`src/hdl/bmsi_pkg.sv`:
```
// ----------------------------------------------------------------------------
// Bank mapper package
// Shared types, codes and constants of the bank mapper with scanline IRQ.
// ----------------------------------------------------------------------------
`default_nettype none

package bmsi_pkg;

  // Stream payload widths.
  localparam int IN_DATA_W  = 32;
  localparam int IN_USER_W  = 2;
  localparam int OUT_DATA_W = 16;

  // Configuration port.
  localparam int APB_AW = 4;
  localparam int APB_DW = 32;

  // Item kinds carried on the input tuser.
  typedef enum logic [1:0] {
    OP_WRITE = 2'd0,
    OP_TICK  = 2'd1,
    OP_PRG   = 2'd2,
    OP_CHR   = 2'd3
  } op_t;

  // Configuration register indexes.
  typedef enum logic [1:0] {
    REG_WIRING    = 2'd0,
    REG_PIRATE    = 2'd1,
    REG_CHR_SHIFT = 2'd2,
    REG_PRG_HIGH  = 2'd3
  } reg_idx_t;

  // Address line wirings.
  typedef enum logic [1:0] {
    WIRE_SHIFTED = 2'd0,
    WIRE_SWAPPED = 2'd1,
    WIRE_ORED    = 2'd2,
    WIRE_PLAIN   = 2'd3
  } wiring_t;

  // Register groups, selected by the top address nibble.
  localparam logic [3:0] NIB_PRG0      = 4'h8;
  localparam logic [3:0] NIB_MISC      = 4'h9;
  localparam logic [3:0] NIB_PRG1      = 4'hA;
  localparam logic [3:0] NIB_CHR_FIRST = 4'hB;
  localparam logic [3:0] NIB_CHR_LAST  = 4'hE;
  localparam logic [3:0] NIB_IRQ       = 4'hF;

  // Registers inside the IRQ group, by low address bits.
  localparam logic [1:0] IRQ_LATCH_LO = 2'd0;
  localparam logic [1:0] IRQ_LATCH_HI = 2'd1;
  localparam logic [1:0] IRQ_CONTROL  = 2'd2;
  localparam logic [1:0] IRQ_ACK      = 2'd3;

  localparam logic [7:0]  MIRROR_IGNORE   = 8'hFF;
  localparam logic [10:0] PRESCALE_PERIOD = 11'd341;
  localparam logic [5:0]  FIXED_SECOND    = 6'd30;
  localparam logic [5:0]  FIXED_LAST      = 6'd31;

  typedef struct packed {
    wiring_t wiring;
    logic    pirate;
    logic    chr_shift;
    logic    prg_high;
  } cfg_t;

  typedef struct packed {
    logic load_in;
    logic exec;
    logic wrap;
    logic load_out;
  } ctl_cmd_t;

  typedef struct packed {
    logic tick_run;
    logic acc_ge;
  } ctl_sts_t;

endpackage

`default_nettype wire

```
`src/hdl/bank_mapper_with_scanline_irq_core.sv`:
```
// ----------------------------------------------------------------------------
// Bank mapper with scanline IRQ, top level
// Register writes, IRQ prescaler ticks and bank translate queries.
// ----------------------------------------------------------------------------
// A write or translate item passes the execute and done states, and its result
// is loaded into the output register once that register is free. A tick with the
// IRQ enabled adds wrap states: one prescaler wrap per cycle (at most three) plus
// a final pass that stores the remainder. Only one item is in flight; the next
// transfer is taken in the cycle after the result enters the output register.
// Reset (rst, synchronous) clears configuration, all bank and IRQ state and
// the output register's valid flag.
`default_nettype none

module bank_mapper_with_scanline_irq_core (
  input  wire  logic                          clk,
  input  wire  logic                          rst,
  // s_tdata: address[15:0], data[23:16], cycles[31:24]
  input  wire  logic                          s_tvalid,
  output logic                                s_tready,
  input  wire  logic [bmsi_pkg::IN_DATA_W-1:0] s_tdata,
  // s_tuser: opcode[1:0]
  input  wire  logic [bmsi_pkg::IN_USER_W-1:0] s_tuser,
  // m_tdata: bank[8:0], mirroring[10:9], irq_pending[11], zero[15:12]
  output logic                                m_tvalid,
  input  wire  logic                          m_tready,
  output logic [bmsi_pkg::OUT_DATA_W-1:0]     m_tdata,
  input  wire  logic                          psel,
  input  wire  logic                          penable,
  input  wire  logic                          pwrite,
  input  wire  logic [bmsi_pkg::APB_AW-1:0]   paddr,
  input  wire  logic [bmsi_pkg::APB_DW-1:0]   pwdata,
  output logic [bmsi_pkg::APB_DW-1:0]         prdata,
  output logic                                pready
);
  import bmsi_pkg::*;

  cfg_t     cfg;
  ctl_cmd_t cmd;
  ctl_sts_t sts;
  reg_idx_t reg_sel;
  logic     cfg_we;

  assign pready  = 1'b1;
  assign reg_sel = reg_idx_t'(paddr[3:2]);
  assign cfg_we  = psel && penable && pwrite && pready;

  always_ff @(posedge clk) begin
    if (rst) begin
      cfg <= '{wiring: WIRE_SHIFTED, default: 1'b0};
    end else if (cfg_we) begin
      case (reg_sel)
        REG_WIRING:    cfg.wiring    <= wiring_t'(pwdata[1:0]);
        REG_PIRATE:    cfg.pirate    <= pwdata[0];
        REG_CHR_SHIFT: cfg.chr_shift <= pwdata[0];
        REG_PRG_HIGH:  cfg.prg_high  <= pwdata[0];
        default:       cfg           <= cfg;
      endcase
    end
  end

  always_comb begin
    case (reg_sel)
      REG_WIRING:    prdata = {30'd0, cfg.wiring};
      REG_PIRATE:    prdata = {31'd0, cfg.pirate};
      REG_CHR_SHIFT: prdata = {31'd0, cfg.chr_shift};
      REG_PRG_HIGH:  prdata = {31'd0, cfg.prg_high};
      default:       prdata = '0;
    endcase
  end

  bmsi_ctrl u_ctrl (
    .clk      (clk),
    .rst      (rst),
    .s_tvalid (s_tvalid),
    .s_tready (s_tready),
    .m_tvalid (m_tvalid),
    .m_tready (m_tready),
    .sts      (sts),
    .cmd      (cmd)
  );

  bmsi_dpath u_dpath (
    .clk     (clk),
    .rst     (rst),
    .cfg     (cfg),
    .s_tdata (s_tdata),
    .s_tuser (s_tuser),
    .cmd     (cmd),
    .sts     (sts),
    .m_tdata (m_tdata)
  );

  // Only one item is worked on at a time.
  assert property (@(posedge clk) disable iff (rst)
    (s_tvalid && s_tready) |=> !s_tready)
    else $error("input taken while an item is in flight");

  // A new result never overwrites one that has not been taken.
  assert property (@(posedge clk) disable iff (rst)
    cmd.load_out |-> (!m_tvalid || m_tready))
    else $error("pending result overwritten");

  // The output becomes valid only through a result load.
  assert property (@(posedge clk) disable iff (rst)
    $rose(m_tvalid) |-> $past(cmd.load_out))
    else $error("output valid without a result load");

  // Wrap steps only run for an enabled tick, never alongside an item load.
  assert property (@(posedge clk) disable iff (rst)
    cmd.wrap |-> (!cmd.load_in && !cmd.exec && !cmd.load_out))
    else $error("wrap step overlaps another command");

endmodule

`default_nettype wire

```
`src/hdl/bmsi_ctrl.sv`:
```
// ----------------------------------------------------------------------------
// Bank mapper controller
// Sequences one item through execute, prescaler wrap steps and output load.
// ----------------------------------------------------------------------------
`default_nettype none

module bmsi_ctrl (
  input  wire                logic clk,
  input  wire                logic rst,
  input  wire                logic s_tvalid,
  output logic                     s_tready,
  output logic                     m_tvalid,
  input  wire                logic m_tready,
  input  wire  bmsi_pkg::ctl_sts_t sts,
  output bmsi_pkg::ctl_cmd_t       cmd
);
  import bmsi_pkg::*;

  typedef enum logic [3:0] {
    ST_IDLE = 4'b0001,
    ST_EXEC = 4'b0010,
    ST_WRAP = 4'b0100,
    ST_DONE = 4'b1000
  } state_t;

  state_t state;
  state_t state_next;
  logic   out_free;

  assign out_free = !m_tvalid || m_tready;

  always_comb begin
    state_next = state;
    cmd        = '0;
    s_tready   = 1'b0;
    case (state)
      ST_IDLE: begin
        s_tready = 1'b1;
        if (s_tvalid) begin
          cmd.load_in = 1'b1;
          state_next  = ST_EXEC;
        end
      end
      ST_EXEC: begin
        cmd.exec   = 1'b1;
        state_next = sts.tick_run ? ST_WRAP : ST_DONE;
      end
      ST_WRAP: begin
        // One wrap of the prescaler per cycle; the last pass stores the remainder.
        cmd.wrap = 1'b1;
        if (!sts.acc_ge) begin
          state_next = ST_DONE;
        end
      end
      ST_DONE: begin
        if (out_free) begin
          cmd.load_out = 1'b1;
          state_next   = ST_IDLE;
        end
      end
      default: begin
        state_next = ST_IDLE;
      end
    endcase
  end

  always_ff @(posedge clk) begin
    if (rst) begin
      state    <= ST_IDLE;
      m_tvalid <= 1'b0;
    end else begin
      state <= state_next;
      if (cmd.load_out) begin
        m_tvalid <= 1'b1;
      end else if (m_tready) begin
        m_tvalid <= 1'b0;
      end
    end
  end

endmodule

`default_nettype wire

```
`src/hdl/bmsi_dpath.sv`:
```
// ----------------------------------------------------------------------------
// Bank mapper datapath
// Item registers, bank and IRQ state, address decode and result register.
// ----------------------------------------------------------------------------
`default_nettype none

module bmsi_dpath (
  input  wire                logic                         clk,
  input  wire                logic                         rst,
  input  wire  bmsi_pkg::cfg_t                             cfg,
  input  wire                logic [bmsi_pkg::IN_DATA_W-1:0] s_tdata,
  input  wire                logic [bmsi_pkg::IN_USER_W-1:0] s_tuser,
  input  wire  bmsi_pkg::ctl_cmd_t                         cmd,
  output bmsi_pkg::ctl_sts_t                               sts,
  output logic [bmsi_pkg::OUT_DATA_W-1:0]                  m_tdata
);
  import bmsi_pkg::*;

  // Item registers.
  op_t         op_r;
  logic [15:0] addr_r;
  logic [7:0]  data_r;
  logic [7:0]  cyc_r;

  // Mapper state.
  logic [5:0]  prg_banks [2];
  logic [7:0]  chr_banks_low [8];
  logic        chr_banks_high [8];
  logic        prg_swap;
  logic [1:0]  mirror_mode;
  logic [7:0]  irq_latch;
  logic [8:0]  irq_counter;
  logic [10:0] prescaler;
  logic        irq_enable;
  logic        irq_enable_after_ack;
  logic        irq_line;

  logic [10:0] acc;
  logic [8:0]  bank_r;

  // Decode and arithmetic.
  logic [3:0]  hi_nib;
  logic [1:0]  lo;
  logic [1:0]  low_or;
  logic        is_chr;
  logic [3:0]  chr_off;
  logic [2:0]  chr_slot;
  logic [10:0] tick_sum;
  logic [8:0]  cnt_inc;
  logic [5:0]  prg_sel;
  logic [8:0]  prg_bank;
  logic [2:0]  q_slot;
  logic [8:0]  chr_raw;
  logic [8:0]  chr_bank;
  logic [5:0]  pair_bank;

  assign hi_nib = addr_r[15:12];
  assign low_or = addr_r[1:0] | addr_r[3:2];

  always_comb begin
    case (cfg.wiring)
      WIRE_SHIFTED: lo = addr_r[2:1];
      WIRE_SWAPPED: lo = {low_or[0], low_or[1]};
      WIRE_ORED:    lo = low_or | addr_r[5:4] | addr_r[7:6];
      default:      lo = addr_r[1:0];
    endcase
  end

  // Character registers pair up as two per nibble; lo[1] picks the odd one.
  assign is_chr   = (hi_nib >= NIB_CHR_FIRST) && (hi_nib <= NIB_CHR_LAST);
  assign chr_off  = hi_nib - NIB_CHR_FIRST;
  assign chr_slot = {chr_off[1:0], lo[1]};

  assign tick_sum = prescaler + {2'b00, cyc_r, 1'b0} + {3'b000, cyc_r};
  assign cnt_inc  = irq_counter + 9'd1;
  assign pair_bank = {data_r[4:0], 1'b0};

  always_comb begin
    case (addr_r[14:13])
      2'd0:    prg_sel = prg_swap ? FIXED_SECOND : prg_banks[0];
      2'd1:    prg_sel = prg_banks[1];
      2'd2:    prg_sel = prg_swap ? prg_banks[0] : FIXED_SECOND;
      default: prg_sel = FIXED_LAST;
    endcase
    if (addr_r[15]) begin
      prg_bank = {3'b000, prg_sel | {cfg.prg_high, 5'b00000}};
    end else begin
      prg_bank = '0;
    end
  end

  assign q_slot   = addr_r[12:10];
  assign chr_raw  = {chr_banks_high[q_slot], chr_banks_low[q_slot]};
  assign chr_bank = cfg.chr_shift ? {1'b0, chr_raw[8:1]} : chr_raw;

  assign sts.tick_run = (op_r == OP_TICK) && irq_enable;
  assign sts.acc_ge   = acc >= PRESCALE_PERIOD;

  always_ff @(posedge clk) begin
    if (cmd.load_in) begin
      op_r   <= op_t'(s_tuser);
      addr_r <= s_tdata[15:0];
      data_r <= s_tdata[23:16];
      cyc_r  <= s_tdata[31:24];
    end
    if (cmd.exec && (op_r == OP_TICK)) begin
      acc <= tick_sum;
    end else if (cmd.wrap && sts.acc_ge) begin
      acc <= acc - PRESCALE_PERIOD;
    end
    if (cmd.exec) begin
      case (op_r)
        OP_PRG:  bank_r <= prg_bank;
        OP_CHR:  bank_r <= chr_bank;
        default: bank_r <= '0;
      endcase
    end
    if (cmd.load_out) begin
      m_tdata <= {4'b0000, irq_line, mirror_mode, bank_r};
    end
  end

  always_ff @(posedge clk) begin
    if (rst) begin
      for (int i = 0; i < 2; i++) begin
        prg_banks[i] <= '0;
      end
      for (int i = 0; i < 8; i++) begin
        chr_banks_low[i]  <= '0;
        chr_banks_high[i] <= 1'b0;
      end
      prg_swap             <= 1'b0;
      mirror_mode          <= '0;
      irq_latch            <= '0;
      irq_counter          <= '0;
      prescaler            <= '0;
      irq_enable           <= 1'b0;
      irq_enable_after_ack <= 1'b0;
      irq_line             <= 1'b0;
    end else begin
      if (cmd.exec && (op_r == OP_WRITE)) begin
        if (is_chr) begin
          if (lo[0]) begin
            chr_banks_low[chr_slot][7:4] <= data_r[3:0];
            chr_banks_high[chr_slot]     <= data_r[4];
          end else begin
            chr_banks_low[chr_slot][3:0] <= data_r[3:0];
          end
        end else begin
          case (hi_nib)
            NIB_PRG0: begin
              if (!cfg.pirate) begin
                prg_banks[0] <= {1'b0, data_r[4:0]};
              end
            end
            NIB_PRG1: begin
              if (!cfg.pirate) begin
                prg_banks[1] <= {1'b0, data_r[4:0]};
              end else begin
                prg_banks[0] <= pair_bank;
                prg_banks[1] <= pair_bank | 6'd1;
              end
            end
            NIB_MISC: begin
              if (lo[1]) begin
                prg_swap <= data_r[1];
              end else if (data_r != MIRROR_IGNORE) begin
                mirror_mode <= data_r[1:0];
              end
            end
            NIB_IRQ: begin
              irq_line <= 1'b0;
              case (lo)
                IRQ_LATCH_LO: irq_latch[3:0] <= data_r[3:0];
                IRQ_LATCH_HI: irq_latch[7:4] <= data_r[3:0];
                IRQ_CONTROL: begin
                  prescaler            <= '0;
                  irq_counter          <= {1'b0, irq_latch};
                  irq_enable           <= data_r[1];
                  irq_enable_after_ack <= data_r[0];
                end
                IRQ_ACK:      irq_enable <= irq_enable_after_ack;
                default:      irq_enable <= irq_enable;
              endcase
            end
            default: begin
              irq_line <= irq_line;
            end
          endcase
        end
      end
      if (cmd.wrap) begin
        if (sts.acc_ge) begin
          if (cnt_inc[8]) begin
            irq_line    <= 1'b1;
            irq_counter <= {1'b0, irq_latch};
          end else begin
            irq_counter <= cnt_inc;
          end
        end else begin
          prescaler <= acc;
        end
      end
    end
  end

endmodule

`default_nettype wire

```
`config.mk`:
```
export PLATFORM = sky130hd
export DESIGN_NAME = bank_mapper_with_scanline_irq_core
export DESIGN_NICKNAME = d
export VERILOG_FILES = /design/src/hdl/bmsi_pkg.sv /design/src/hdl/bank_mapper_with_scanline_irq_core.sv /design/src/hdl/bmsi_ctrl.sv /design/src/hdl/bmsi_dpath.sv
export SDC_FILE = /design/constraint.sdc
export NUM_CORES = 1
export LEC_CHECK = 0
export BUFFER_PORTS_ARGS = -buffer_cell sky130_fd_sc_hd__buf_2
export CORE_ASPECT_RATIO = 0.8
export CORE_MARGIN = 5
export CORE_UTILIZATION = 55
export DETAILED_ROUTE_END_ITERATION = 10
export PLACE_DENSITY = 0.76
export SYNTH_ARGS = -nofsm -noshare
export SYNTH_HDL_FRONTEND = slang
export SYNTH_SLANG_ARGS = --single-unit
```
`constraint.sdc`:
```
create_clock -name clk -period 2.9 [get_ports clk]
set_input_delay 0.435 -clock clk [delete_from_list [all_inputs] [get_ports clk]]
set_output_delay 0.435 -clock clk [all_outputs]
set_load 0.01 [all_outputs]
```
==> impl_metrics.env <==
export IMPL_async_flop_share_pct=0
export IMPL_grt_pass1_vias=5772
export IMPL_finalCriticalPeriod_ns=2.69
export IMPL_rows=43
export IMPL_p_leak_nw=4.10
export IMPL_die_w_um=157
export IMPL_clock_latency_ns=0.43
export IMPL_synth_seq_area_share_pct=56.6
export IMPL_place_congestion=0.817
export IMPL_yosys_area_top_type="edfxtp_1"
export IMPL_whs_ns=0.173
export IMPL_r2r_cells=8
export IMPL_max_cap_viol_count=0
export IMPL_crit_required_ns=3.08
export IMPL_dpl_instance_area_mm2=0.0100
export IMPL_synth_enable_flop_cells=148
export IMPL_outcome="finished clean"
export IMPL_hold_start="s_tdata[13]"
export IMPL_powerDensity_mw_per_mm2=625
export IMPL_die_area_mm2=0.0201
export IMPL_overflow=0
export IMPL_via_per_inst=5.51
export IMPL_hold_viol=0
export IMPL_placed_cells=1047
export IMPL_clkTransAtPathRegs_ns=0.08
export IMPL_worstHoldEndpoint="u_dpath.addr_r[13]"
export IMPL_cts_tree="yes"
export IMPL_die_height_um=128
export IMPL_final_nets=940
export IMPL_skew_ns=0.0109
export IMPL_cts_max_path_buffers=2
export IMPL_critPathMaxFanout=2
export IMPL_final_cells=1079
export IMPL_post_cts_buffers=0
export IMPL_worst_slack_ns=0.208
export IMPL_io_pins=128
export IMPL_critical_path_class="flop to flop"
export IMPL_dp_hpwl_um=13200
export IMPL_synthesis_area_mm2=0.00952
export IMPL_yosysUniqueCellTypes=64
export IMPL_setup_viol=0
export IMPL_grt_setup_unrepaired="false"
export IMPL_n_antenna_cell=0
export IMPL_clockRootBuffer="clkbuf_16"
export IMPL_finalCritPeriodShare_pct=92.8
export IMPL_worstHoldPathType="primary input to flop"
export IMPL_cts_buffers=17
export IMPL_rrSetupSlack_ns=0.21
export IMPL_io_buffers=58
export IMPL_ant_nets=0
export IMPL_cts_num_sinks=195
export IMPL_pre_cts_ws_ns=0.182
export IMPL_max_vdd_ir_drop_v=0.000390
export IMPL_grt_usage_pct=19.7
export IMPL_postRouteWirelength_um=19000
export IMPL_dr_pass1_iters=5
export IMPL_clock_fmax_mhz=371
export IMPL_post_route_util_pct=61.7
export IMPL_reg2reg_from="u_dpath.cyc_r[1]"
export IMPL_ys_seq_elements=195
export IMPL_start_util_pct=55.5
export IMPL_yosysMostFrequentCell="edfxtp_1"
export IMPL_wire_per_inst_um=17.6
export IMPL_ys_warn_count=0
export IMPL_design_area_mm2=0.0106
export IMPL_arrival_ns=2.87
export IMPL_layout_drive_gt1_share_pct=19.8
export IMPL_setup_tns_final_ns=0
export IMPL_remaining_drc_errors=0
export IMPL_cp_start_kind="flop"
export IMPL_synthFlopType="edfxtp_1"
export IMPL_antenna_found_initial=0
export IMPL_synth_area_leaders="edfxtp_1 (47%), dfxtp_1 (9.9%), and2_1 (5.1%)"
export IMPL_finalPower_mw=6.63
export IMPL_reg2reg_to="u_dpath.acc[10]"
export IMPL_end_kind="flop"
export IMPL_slew_headroom_pct=36.8
export IMPL_tightest_slew_ns=0.945
export IMPL_final_max_slew_viol_count=0
export IMPL_syn_avg_cell_area_um2=12.2
export IMPL_grt_max_degree=64
export IMPL_synth_top_area_share_pct=46.7
export IMPL_grt_pass1_wl_um=30600
export IMPL_whs_path_depth=1
export IMPL_syn_to_final_growth_pct=11.3
export IMPL_drt_iter0_markers=437
export IMPL_vias=5948
export IMPL_synth_cells=777
export IMPL_htree_levels=4
export IMPL_synth_commonest_cells="edfxtp_1 (148), and2_1 (77), nor2_1 (69)"
export IMPL_core_area_mm2=0.0172
-- worst max path at each step --
stage	start	to	slack, ns	cells after the start
after global placement	u_dpath.cyc_r[1]	u_dpath.acc[10]	0.22	8
after global routing	u_dpath.cyc_r[1]	u_dpath.acc[10]	0.06	8
after CTS	u_dpath.cyc_r[0]	u_dpath.acc[9]	0.16	10
after detailed placement	u_dpath.cyc_r[0]	u_dpath.acc[9]	0.18	10
final	u_dpath.cyc_r[1]	u_dpath.acc[10]	0.21	8
after floorplan	u_dpath.cyc_r[1]	u_dpath.acc[10]	0.40	8
-- sequential cells by signal, indices dropped and copies added (netlist names), 5 cells and up, named ones only --
signal                  count
u_dpath.chr_banks_low      64
u_dpath.addr_r             14
u_dpath.m_tdata            12
u_dpath.prg_banks          12
u_dpath.acc                11
u_dpath.prescaler          11
u_dpath.bank_r              9
u_dpath.irq_counter         9
u_dpath.chr_banks_high      8
u_dpath.cyc_r               8
u_dpath.data_r              8
u_dpath.irq_latch           8
cfg                         5
-- area by class of cell --
| type | instances | area (um2) |
|---|---|---|
| Clock inverter | 14 | 155 |
| Clock buffer | 18 | 429 |
| Timing Repair Buffer | 80 | 468 |
| Multi-Input combinational cell | 532 | 3820 |
| Tap cell | 225 | 282 |
| Fill cell | 1341 | 6570 |
| Inverter | 15 | 56.3 |
| Sequential cell | 195 | 5390 |
-- metal layers --
metal / vias up / track usage [%] / wire length [um]
li1: 2882 / - / -
met1: 2852 / 28.7 / 8840
met2: 194 / 29.9 / 8440
met3: 20 / 5.03 / 1390
met4: 0 / 5.56 / 286
met5: - / 0 / 0
-- cell usage in the layout, fill, tap and decap left out, types with 4 or more instances in the layout --
cell / Yosys / routed
a211oi_1: 18 / 18
a21o_1: 4 / 4
a21oi_1: 26 / 25
a22o_1: 4 / 4
a22oi_1: 9 / 9
and2_1: 77 / 77
buf_2: 2 / 58
buf_4: 35 / 21
clkbuf_16: 0 / 17
conb_1: 2 / 35
dfxtp_1: 47 / 47
edfxtp_1: 148 / 148
fa_1: 8 / 8
ha_1: 14 / 14
inv_1: 14 / 14
mux2_2: 5 / 5
mux2i_1: 27 / 27
mux4_2: 19 / 19
nand2_1: 32 / 32
nand2b_1: 9 / 9
nand3_1: 17 / 17
nand3b_1: 6 / 6
nor2_1: 69 / 69
nor2b_1: 13 / 13
nor3_1: 9 / 9
nor3_4: 4 / 4
o21ai_0: 18 / 16
o22ai_1: 8 / 8
o32ai_1: 4 / 4
or2_2: 19 / 19
or3_4: 4 / 4
xnor2_1: 11 / 11
xor2_1: 15 / 15
-- report_power, final --
group | leakage (nW) | switching [mW] | internal (mW)
clock | 0.282 | 1.06 | 1.29
sequential | 1.84 | 0.124 | 3.17
combinational | 1.98 | 0.577 | 0.414
-- what timing repair did --
action / CTS / global route
setup endpoints to repair: 0 / 1
hold buffers: 0 / 0
resized for setup: 0 / 3
-- cell families after synthesis --
| family | after synthesis | synth area share [%] |
|---|---|---|
| xor gates and xnor gates | 26 | 2.39 |
| adders and majority gates | 22 | 3.52 |
| other | 2 | 0.0789 |
| AOI/OAI and AO/OA | 115 | 8.06 |
| muxes | 51 | 7.93 |
| and+or+nand+nor | 283 | 16.8 |
| buffers and inverters | 83 | 4.68 |
| DFF | 195 | 56.6 |
-- critical path, stage by stage, from the launching register on --
cell	delay, ns
edfxtp_1	0.44
fa_1	0.50
ha_1	0.32
a211oi_1	0.33
o211ai_1	0.18
a31o_2	0.26
a21oi_1	0.18
xor2_1	0.15
mux2i_1	0.07
(Power assumes the default switching activity.)
